### config.mk
export PLATFORM = sky130hd
export DESIGN_NAME = semg_ctrl
export DESIGN_NICKNAME = d
export VERILOG_FILES = /design/src/semg_pkg.sv /design/src/semg_ctrl.sv
export VERILOG_INCLUDE_DIRS = /design/src /design/src/src
export SDC_FILE = /design/constraint.sdc
export NUM_CORES = 1
export LEC_CHECK = 0
export BUFFER_PORTS_ARGS = -buffer_cell sky130_fd_sc_hd__buf_2
export CAP_MARGIN = 15
export CORE_MARGIN = 4
export CORE_UTILIZATION = 25
export CTS_BUF_LIST = sky130_fd_sc_hd__clkbuf_2 sky130_fd_sc_hd__clkbuf_4 sky130_fd_sc_hd__clkbuf_8
export DETAILED_ROUTE_END_ITERATION = 7
export PLACE_DENSITY = 0.47
export SLEW_MARGIN = 20
export SYNTH_ARGS = -nofsm -noshare
export SYNTH_HDL_FRONTEND = slang
export SYNTH_SLANG_ARGS = --single-unit
export TNS_END_PERCENT = 10
### constraint.sdc
create_clock -name clock -period 2.2 [get_ports clock]
set_input_delay 0 -clock clock [delete_from_list [all_inputs] [get_ports clock]]
set_output_delay 0 -clock clock [all_outputs]
set_load 0.1 [all_outputs]
### src/assert_macros.svh
// Assertion macros shared by the edge magnitude block.
// No dependencies.
`ifndef ASSERT_MACROS_SVH
`define ASSERT_MACROS_SVH
// clocked assertion, disabled during reset
`define SEMG_ASSERT(lbl, clk, rst, prop) \
   lbl: assert property (@(posedge clk) disable iff (rst) prop) else $error("assertion failed");
// clocked assertion, checked in every cycle
`define SEMG_ASSERT_ALWAYS(lbl, clk, prop) \
   lbl: assert property (@(posedge clk) prop) else $error("assertion failed");
`endif

### src/semg_pkg.sv
// Types, constants and helpers of the Sobel edge magnitude block.
// No dependencies.
package semg_pkg;
   localparam int MAX_WIDTH_DEF  = 1024;
   localparam int MAX_HEIGHT_DEF = 1024;
   localparam int CFG_W   = 11;
   localparam int PIX_W   = 24;
   localparam int CH_W    = 8;
   localparam int GRAD_W  = 12;
   localparam int SQ_W    = 21;
   localparam int ADDR_W  = 3;
   localparam int DATA_W  = 32;
   localparam int STEP_W  = 3;
   localparam logic [STEP_W-1:0] LAST_STEP = 3'd7;
   localparam logic [CFG_W-1:0] RST_WIDTH  = 11'd640;
   localparam logic [CFG_W-1:0] RST_HEIGHT = 11'd480;
   localparam logic REG_WIDTH_IDX  = 1'b0;
   localparam logic REG_HEIGHT_IDX = 1'b1;
   localparam logic KIND_PIXEL = 1'b0;

   typedef enum logic [2:0] {
      ST_IDLE, ST_FETCH, ST_GRAD, ST_SQUARE, ST_ROOT, ST_PUT
   } state_type;

   typedef struct packed {
      logic accept;
      logic fetch;
      logic grad;
      logic square;
      logic root_step;
      logic [STEP_W-1:0] step;
      logic put;
   } cmd_type;

   typedef struct packed {
      logic emit;
      logic out_free;
   } stat_type;

   function automatic logic [CFG_W-1:0] clamp_dim(input logic [CFG_W-1:0] v, input int lim);
      logic [CFG_W-1:0] r;
      r = v;
      if (v == '0) r = CFG_W'(1);
      else if (32'(v) > lim) r = CFG_W'(lim);
      return r;
   endfunction
endpackage

### src/semg_ctrl.sv
// Sequencer of the edge magnitude block: fetch, gradient, square, root, put.
// Depends on semg_pkg and assert_macros.svh.
`include "assert_macros.svh"
module semg_ctrl import semg_pkg::*; (
   input  logic     clock,
   input  logic     reset,
   input  logic     req_valid,
   output logic     req_ready,
   input  stat_type stat,
   output cmd_type  cmd
);
   state_type state_ff, state_in;
   logic [STEP_W-1:0] step_ff, step_in;

   always_ff @(posedge clock) begin
      if (reset) begin
         state_ff <= ST_IDLE;
         step_ff  <= '0;
      end else begin
         state_ff <= state_in;
         step_ff  <= step_in;
      end
   end

   always_comb begin
      state_in = state_ff;
      step_in  = step_ff;
      case (state_ff)
         ST_IDLE:   if (req_valid) state_in = ST_FETCH;
         ST_FETCH:  state_in = stat.emit ? ST_GRAD : ST_IDLE;
         ST_GRAD:   state_in = ST_SQUARE;
         ST_SQUARE: begin
            state_in = ST_ROOT;
            step_in  = '0;
         end
         ST_ROOT: begin
            step_in = step_ff + STEP_W'(1);
            if (step_ff == LAST_STEP) state_in = ST_PUT;
         end
         ST_PUT:    if (stat.out_free) state_in = ST_IDLE;
         default:   state_in = ST_IDLE;
      endcase
   end

   always_comb begin
      cmd = '0;
      cmd.step = step_ff;
      req_ready = 1'b0;
      case (state_ff)
         ST_IDLE: begin
            req_ready  = 1'b1;
            cmd.accept = req_valid;
         end
         ST_FETCH:  cmd.fetch = 1'b1;
         ST_GRAD:   cmd.grad = 1'b1;
         ST_SQUARE: cmd.square = 1'b1;
         ST_ROOT:   cmd.root_step = 1'b1;
         ST_PUT:    cmd.put = stat.out_free;
         default:   cmd = '0;
      endcase
   end

   `SEMG_ASSERT(a_accept_fetch, clock, reset, cmd.accept |=> state_ff == ST_FETCH)
   `SEMG_ASSERT(a_root_put, clock, reset,
      (state_ff == ST_ROOT && step_ff == LAST_STEP) |=> state_ff == ST_PUT)
   `SEMG_ASSERT_ALWAYS(a_put_free, clock, cmd.put |-> stat.out_free)
endmodule

After elaboration in Yosys (flattened, before gate mapping)
Index checks and enable logic that the tools add are counted.

$add $sub $neg: 1. Eq/ne operators: 9. Muxes and demuxes: 14. Reduce and logical (&&, ||, !) cells: 4.

Operators by type and width (count): $pmux W3 S6 (1); $mux W3 (4); $eq A3 B3 Y1 const B (3); $mux W1 (7); $eq A3 B2 Y1 const B (2); $ne A2 B2 Y1 const B (3); $pmux W3 S2 (1); $reduce_or A6 Y1 (1); $add A3 B1 Y3 const B (1); $eq A3 B1 Y1 const B (1); $logic_not A3 Y1 (1); $reduce_and A3 Y1 (1); $mux W2 (1); $reduce_bool A2 Y1 (1).

Register bits: 6. Bits of input ports: 5. Output and inout bits: 10. Word-level logic and storage cells: 30.

Logic depth before layout (Yosys ltp)
Gate-level depths: netlist of run 1.

Depth after elaboration: 3. Gate-level depth with buffers: 4. Gate-level depth less buffers: 4.

Worst setup path before layout of run 1
OpenSTA, ideal clock, no wires.

Path type: register -> output. Start point: register state_ff[1]. End point: output cmd[8] in the netlist's numbering. Arrival time: 3.540 ns. Data required time: 2.200 ns. Slack: -1.340 ns. Stages on the path, launching flop included: 4. Path buffers: 1. Path through: dfxtp_1 > buf_2 > nor3_1 > and2_1.

RTL lines: start, declared (RTL line semg_ctrl.sv:12) `state_type state_ff, state_in;`; start signal, assigned (RTL line semg_ctrl.sv:20) `state_ff <= state_in;`; end, declared (RTL line semg_ctrl.sv:10) `output cmd_type cmd`.

==> flow_metrics.py, run 1 <==
metrics = {
    "sta": {
        "drv_slew": 0,
        "final_min_period_over_clock_period_pct": 81.2,
        "skew_ns": 0.00219,
        "setup-tns-final_ns": 0,
        "period_needed_ns": 1.79,
        "maxSlewHeadroom_pct": 67.6,
        "rsz0062_at_grt": "false",
        "setup_viol": 0,
        "final_hold_viol_count": 0,
        "worst_slew_pin_slew_ns": 0.490,
        "max_freq_mhz": 560,
    },
    "finish": {
        "drive_gt1_share_pct": 39.7,
        "antennaDiodeCount": 0,
        "multi_input_area_um2": 254,
        "n_fill_cell": 154,
        "final_cell_count_no_fill": 78,
        "nets": 72,
        "most-common-layout-cells": "buf_2, nor2_1, dfxtp_1, and2_1, a21oi_1",
        "regArea_um2": 120,
        "area_delta_synth_final_pct": 26.9,
        "final_common_cell": "buf_2",
    },
    "status": {
        "status": "complete, no violations",
    },
    "worst_setup_path": {
        "crit_path_end_kind": "primary output",
        "crit_required_ns": 2.20,
        "start_kind": "flop",
        "reg2reg_slack_ns": 0.83,
        "worst_ep_arrival_time_ns": 1.79,
        "r2r_cells": 3,
        "crit_end": "cmd[4]",
        "critical_path.max_fanout": 14,
        "r2r_start": "state_ff[2]",
        "crit_start": "state_ff[2]",
        "reg2reg_to": "step_ff[0]",
        "worstSetupPathType": "reg2out",
    },
    "cts": {
        "clock_latency_ns": 0.25,
        "holdBufCountCts": 0,
        "clk_path_buf_depth": 2,
        "clock_sinks": 6,
        "cts_resized": 0,
        "ctsHtreeMaxLevel": 1,
        "cts_inserted_buffers": 3,
        "cts_setup_buffers": 0,
        "clkTransAtPathRegs_ns": 0.04,
        "clockRootBuffer": "clkbuf_4",
        "cts_tree": "built",
    },
    "global_route": {
        "grt_pass1_wl_um": 1260,
        "grt_max_degree": 15,
        "overflow": 0,
        "grt_pass1_vias": 289,
        "antenna_found_initial": 0,
        "grt_use_total_pct": 8.29,
    },
    "logic_synthesis": {
        "syn_inst": 49,
        "ys_ff_latch": 6,
        "syn_nets": 56,
        "synth.largest_area_cell": "dfxtp_1",
        "seq_area_frac_synth_pct": 31.2,
        "yosysTopAreaCellShare_pct": 31.2,
        "ys_types": 22,
        "syn_area_per_cell_um2": 7.86,
        "synth_top_cells_by_area": "dfxtp_1, nor2_1, and2_1, ha_1, a21oi_1",
        "ys_warn_count": 0,
        "synth_area_um2": 385,
    },
    "run": {
        "maxCapViolations": 0,
    },
    "drt": {
        "ant_nets": 0,
        "viasPerCell": 4.69,
        "dr.pass1.iters": 2,
        "wl_um": 806,
        "drt_iter0_markers": 9,
        "vias": 366,
        "drc": 0,
        "wl_per_cell_um": 10.3,
    },
    "die": {
        "core_um2": 1380,
        "initial_core_util_pct": 27.9,
        "die_h_um": 47.3,
        "ioPinCount": 15,
        "die_area_um2": 2230,
        "fp-row-count": 13,
        "fp.dieW_um": 47.3,
    },
    "power_and_ir_drop": {
        "p_per_area_nw_per_um2": 648,
        "power_mw": 0.317,
        "leakage_nw": 0.245,
        "peakVddDrop_v": 0.000237,
    },
    "worst_hold_path": {
        "hold_class": "in2reg",
        "min_delay_path_depth": 2,
    },
    "placement": {
        "port-buffer-count": 14,
        "place_congestion": 0.788,
        "dp_cells": 75,
        "dp_hpwl_um": 625,
    },
}
final cells by class:
type,instances,share of cell area (%)
Inverter,1,0.767
Sequential cell,6,24.6
Clock buffer,3,4.60
Timing Repair Buffer,14,14.3
Tap cell,15,3.84
Multi-Input combinational cell,39,51.9
synth_stat cells:
cell type,instances
buf_4,1
o21ai_0,1
nand2_2,1
a21oi_1,4
buf_2,2
nor2_1,9
o211ai_1,1
and2_1,4
nor3_2,2
mux2_2,1
nor4_1,2
or3b_4,1
nor3_1,2
nor3b_1,2
dfxtp_1,6
a21oi_2,1
nand2b_1,1
a2bb2oi_1,1
inv_1,1
ha_1,2
nor2b_1,1
nand2_1,3
layer usage:
layer | vias to the layer above | global-route usage (%) | wire (um)
li1 | 198 | - | -
met5 | - | 0 | 0
met4 | 0 | 8.29 | 17
met3 | 2 | 2.68 | 89
met2 | 13 | 9.36 | 312
met1 | 153 | 11.4 | 387
cell families after synthesis:
family / count (synthesis) / share of synthesized area, %
AND/OR/NAND/NOR: 28 / 40.9
adder cells (fa/ha/maj): 2 / 6.49
multiplexers: 1 / 2.92
AO/OA/AOI/OAI: 8 / 13.0
flip-flops: 6 / 31.2
buffers and inverters: 4 / 5.52
worst min-delay path by stage:
stage | from | to
6_report | reset | state_ff[1]
5_1_grt | reset | state_ff[1]
4_1_cts | reset | state_ff[1]
3_5_place_dp | reset | state_ff[1]
3_3_place_gp | reset | state_ff[1]
2_1_floorplan | reset | state_ff[0]
power breakdown:
part           internal (mW)  total [mW]  switching [mW]
clock network         0.0617       0.102          0.0404
registers              0.113       0.123          0.0103
logic                 0.0203      0.0918          0.0715
total                  0.195       0.317           0.122
sequential cells by signal, summed over array words and instances (netlist names):
| register | flops |
|---|---|
| step_ff | 3 |
| state_ff | 3 |
metrics by stage:
stage                     worst slack [ns]  area [um^2]  utilization [%]  hold WS, ns
after global placement               0.673          467             33.8        0.267
final                                0.413          489             35.4      0.00395
after floorplan                     -0.525          395                -       0.0691
after global routing                 0.323          489             35.4       0.0174
after detailed placement             0.659          467             33.8        0.262
after CTS                            0.390          489             35.4      0.00188
critical path, stage by stage (launching register included):
cell	delay, ns
dfxtp_1	0.60
or3b_4	0.46
inv_1	0.06
buf_2	0.41
Power figures use the tool's default switching activity.
==> inputs of run 2 (changes only) <==
- PLACE_DENSITY: 0.47 -> 0.48
- clock period: 2.2 -> 1.6 ns (I/O delays scaled with it)
==> flow_metrics.py, run 2 (synthesized netlist as in run 1, its figures left out) <==
metrics = {
    "sta": {
        "setup_viol": 0,
        "maxSlewHeadroom_pct": 67.4,
        "period_needed_ns": 1.54,
        "skew_ns": 0.00446,
        "worst_slew_pin_slew_ns": 0.488,
        "setup_ws_ns": 0.0645,
        "final_hold_viol_count": 0,
        "final_min_period_over_clock_period_pct": 96.0,
        "drv_slew": 0,
        "rsz0062_at_grt": "false",
        "max_freq_mhz": 651,
    },
    "global_route": {
        "met1_usage_pct": 12.0,
        "overflow": 0,
        "grt_pass1_vias": 311,
        "grt_pass1_wl_um": 1390,
        "use_met2_pct": 11.8,
        "use_met3_pct": 3.45,
        "grt_max_degree": 13,
        "grt_busiest_layer": "met1",
        "antenna_found_initial": 0,
        "grt_use_total_pct": 9.55,
    },
    "power_and_ir_drop": {
        "internal_power_mw": 0.275,
        "switching_power_mw": 0.172,
        "p_clk_share_pct": 31.6,
        "seqPwrFrac_pct": 38.1,
        "leakage_nw": 0.266,
        "p_per_area_nw_per_um2": 798,
        "peakVddDrop_v": 0.000545,
        "p_comb_share_pct": 30.2,
        "power_mw": 0.448,
        "swShare_pct": 38.5,
    },
    "die": {
        "initial_core_util_pct": 27.9,
        "fp.dieW_um": 47.3,
        "die_area_um2": 2230,
        "ioPinCount": 15,
        "fp-row-count": 13,
        "die_h_um": 47.3,
        "core_um2": 1380,
    },
    "drt": {
        "dr.pass1.iters": 4,
        "viasPerCell": 4.68,
        "ant_nets": 0,
        "drc": 0,
        "vias": 370,
        "drt_iter0_markers": 6,
        "wl_per_cell_um": 10.8,
        "wl_um": 857,
    },
    "cts": {
        "cts_tree": "built",
        "clock_sinks": 6,
        "ctsHtreeMaxLevel": 1,
        "clockRootBuffer": "clkbuf_4",
        "cts_inserted_buffers": 3,
        "clk_path_buf_depth": 2,
        "clkTransAtPathRegs_ns": 0.04,
        "holdBufCountCts": 0,
        "clock_latency_ns": 0.24,
    },
    "finish": {
        "area_delta_synth_final_pct": 45.5,
        "n_fill_cell": 133,
        "reg.largest.list": "state_ff: 3 flops, step_ff: 3 flops",
        "drive_gt1_share_pct": 48.4,
        "final_common_cell": "buf_2",
        "nets": 73,
        "antennaDiodeCount": 0,
        "final_cell_count_no_fill": 79,
        "most-common-layout-cells": "buf_2, nor2_1, a21oi_1, dfxtp_1",
    },
    "worst_setup_path": {
        "path_cells": "nor3b_2, buf_2",
        "crit_required_ns": 1.60,
        "start_kind": "flop",
        "max_stage_delay_ns": 0.62,
        "worst_ep_arrival_time_ns": 1.54,
        "slowest_stage": "dfxtp_1",
        "crit_family": "flip-flops",
        "critical_path.max_fanout": 12,
        "worst-path-buf-inv": 1,
        "crit_path_end_kind": "primary output",
        "worstSetupPathType": "reg2out",
    },
    "placement": {
        "dp_hpwl_um": 646,
        "port-buffer-count": 14,
        "place_congestion": 0.753,
        "dpl_worst_slack_ns": 0.306,
        "dp_cells": 76,
    },
    "run": {
        "maxCapViolations": 0,
    },
    "worst_hold_path": {
        "hold_class": "in2reg",
    },
    "status": {
        "status": "complete, no violations",
    },
}
-- run 2: cell count changes in the layout (fill, tap and decap cells not counted), sizes merged --
cell | before | now
buf | 14 | 15
-- run 2: worst paths after layout --
kind,cells after the start,end,startpoint,slack [ns]
setup / recovery,2,cmd[6],state_ff[1],0.06
hold / removal,2,state_ff[0],reset,0.005
setup reg to reg,3,step_ff[0],state_ff[1],0.37
hold reg to reg,2,step_ff[1],step_ff[1],0.53
-- run 2: power groups by stage --
stage	Combinational [mW]	Sequential, mW	Clock, mW
after global placement	0.136	0.173	0
after floorplan	0.126	0.161	0
after global routing	0.142	0.172	0.157
final	0.135	0.171	0.141
after CTS	0.136	0.170	0.149
after detailed placement	0.136	0.173	0
-- run 2: through the flow --
| step | area (um^2) | util (%) | TNS [ns] | hold WS, ns |
|---|---|---|---|---|
| 2_1_floorplan | 412 | - | -0.792 | 0.0691 |
| 4_1_cts | 558 | 40.4 | 0 | 0.00369 |
| 5_1_grt | 561 | 40.5 | 0 | 0.00798 |
| 6_report | 561 | 40.5 | 0 | 0.00473 |
| 3_5_place_dp | 536 | 38.7 | 0 | 0.264 |
| 3_3_place_gp | 536 | 38.7 | 0 | 0.264 |
-- run 2: metal layers --
layer  vias up  share of wire (%)
met5         -                  0
met4         0                2.2
met3         2                6.7
met2        11                 43
met1       158                 48
li1        199                  -
-- run 2: repair_timing --
item                       in CTS  in global routing
resized for setup               0                  2
setup endpoints to repair       0                  5
buffers inserted                0                  0
hold endpoints to repair        0                  0
-- run 2: layout make-up --
| type | instances | area, um^2 | share of cell area, % |
|---|---|---|---|
| multi-input cells | 39 | 270 | 48.2 |
| flip-flops and latches | 6 | 123 | 21.9 |
| repair buffers | 15 | 123 | 21.9 |
| clock buffers | 3 | 22.5 | 4.02 |
| well taps | 15 | 18.8 | 3.35 |
| inverters | 1 | 3.75 | 0.670 |
==> inputs of run 3 (changes only) <==
- CELL_PAD_IN_SITES_DETAIL_PLACEMENT: unset -> 0
- CELL_PAD_IN_SITES_GLOBAL_PLACEMENT: unset -> 1
- PLACE_DENSITY: 0.48 -> 0.63
==> flow_metrics.py, run 3 (synthesized netlist as in run 1, its figures left out) <==
metrics = {
    "global_route": {
        "grt_use_total_pct": 9.87,
        "overflow": 0,
        "antenna_found_initial": 0,
        "grt_max_degree": 13,
        "grt_pass1_wl_um": 1400,
        "grt_pass1_vias": 313,
    },
    "die": {
        "ioPinCount": 15,
        "die_area_um2": 2230,
        "fp.dieW_um": 47.3,
        "initial_core_util_pct": 27.9,
        "core_um2": 1380,
        "fp-row-count": 13,
        "die_h_um": 47.3,
    },
    "cts": {
        "cts_tree": "built",
        "ctsHtreeMaxLevel": 1,
        "clk_path_buf_depth": 2,
        "clock_sinks": 6,
        "clock_latency_ns": 0.25,
        "clockRootBuffer": "clkbuf_4",
        "clkTransAtPathRegs_ns": 0.05,
        "cts_inserted_buffers": 3,
    },
    "placement": {
        "dp_cells": 76,
        "placed_area_um2": 551,
        "dpl_worst_slack_ns": 0.263,
        "port-buffer-count": 14,
        "dp_hpwl_um": 667,
        "place_congestion": 0.716,
    },
    "finish": {
        "final_cell_count_no_fill": 80,
        "final_area_um2": 587,
        "n_fill_cell": 144,
        "area_delta_synth_final_pct": 52.3,
        "final_common_cell": "buf_2",
        "antennaDiodeCount": 0,
        "drive_gt1_share_pct": 46.2,
        "most-common-layout-cells": "buf_2, nor2_1, dfxtp_1",
        "reg.largest.list": "state_ff: 3 flops, step_ff: 3 flops",
        "nets": 74,
    },
    "drt": {
        "drc": 0,
        "viasPerCell": 4.85,
        "vias": 388,
        "wl_um": 854,
        "wl_per_cell_um": 10.7,
        "drt_iter0_markers": 12,
        "ant_nets": 0,
        "dr.pass1.iters": 2,
    },
    "sta": {
        "drv_slew": 0,
        "skew_ns": 0.00640,
        "period_needed_ns": 1.49,
        "worst_slew_pin_slew_ns": 0.479,
        "final_min_period_over_clock_period_pct": 92.9,
        "setup_viol": 0,
        "max_freq_mhz": 673,
        "rsz0062_at_grt": "false",
        "setup-tns-final_ns": 0,
        "final_hold_viol_count": 0,
        "maxSlewHeadroom_pct": 68.0,
        "setup_ws_ns": 0.114,
    },
    "power_and_ir_drop": {
        "leakage_nw": 0.273,
        "peakVddDrop_v": 0.000409,
        "power_mw": 0.456,
        "p_per_area_nw_per_um2": 777,
    },
    "status": {
        "status": "complete, no violations",
    },
    "worst_setup_path": {
        "worst_ep_arrival_time_ns": 1.49,
        "start_kind": "flop",
        "crit_required_ns": 1.60,
        "crit_path_end_kind": "primary output",
        "critical_path.max_fanout": 12,
        "worstSetupPathType": "reg2out",
    },
    "worst_hold_path": {
        "hold_class": "in2reg",
    },
    "run": {
        "maxCapViolations": 0,
    },
}
## run 3: cell types whose count changed in the layout (fill, tap and decap cells not counted), sizes merged
cell,before,now
buf,15,14
clkbuf,3,4
dlygate4sd3,0,1
## run 3: layout make-up
cell class              count  area, um^2  share of cell area, %
inverters                   1        3.75                  0.640
flip-flops and latches      6         121                   20.7
repair buffers             16         150                   25.6
well taps                  15        18.8                   3.20
clock buffers               3        22.5                   3.84
multi-input cells          39         270                   46.1
## run 3: layer usage
metal	vias to the layer above	global-route usage (%)	part of all wire [%]
met2	9	11.8	44
met3	4	6.13	7.4
met4	0	8.29	3.0
met1	172	12.0	46
met5	-	0	0
li1	203	-	-
## run 3: per-stage QoR
step                utilization (%)  hold WS (ns)
CTS                            42.2        0.0568
global placement               39.8         0.267
finish                         42.4        0.0608
floorplan                         -        0.0691
global route                   42.4        0.0679
detailed placement             39.8         0.265
## run 3: worst paths after layout
path | from | to | slack (ns) | cells after the start
setup / recovery | state_ff[0] | cmd[8] | 0.11 | 3
hold / removal | req_valid | state_ff[0] | 0.06 | 3
setup reg to reg | state_ff[1] | step_ff[0] | 0.37 | 3
hold reg to reg | step_ff[1] | step_ff[1] | 0.53 | 2
## run 3: what timing repair did
item	CTS	global route
setup buffers	0	0
hold buffers	1	0
hold endpoints to repair	1	0
setup endpoints to repair	0	5
gates resized for setup	0	2
## run 3: power by group
| group | leakage (nW) | switching (mW) | internal (mW) |
|---|---|---|---|
| clock network | 0.0138 | 0.0583 | 0.0851 |
| registers | 0.0492 | 0.0151 | 0.155 |
| logic | 0.210 | 0.101 | 0.0413 |
## run 3: critical path, cell delays in order (launching register included)
cell and delay [ns]:
dfxtp_1 0.45, nor3_4 0.23, and2_4 0.15, buf_2 0.41
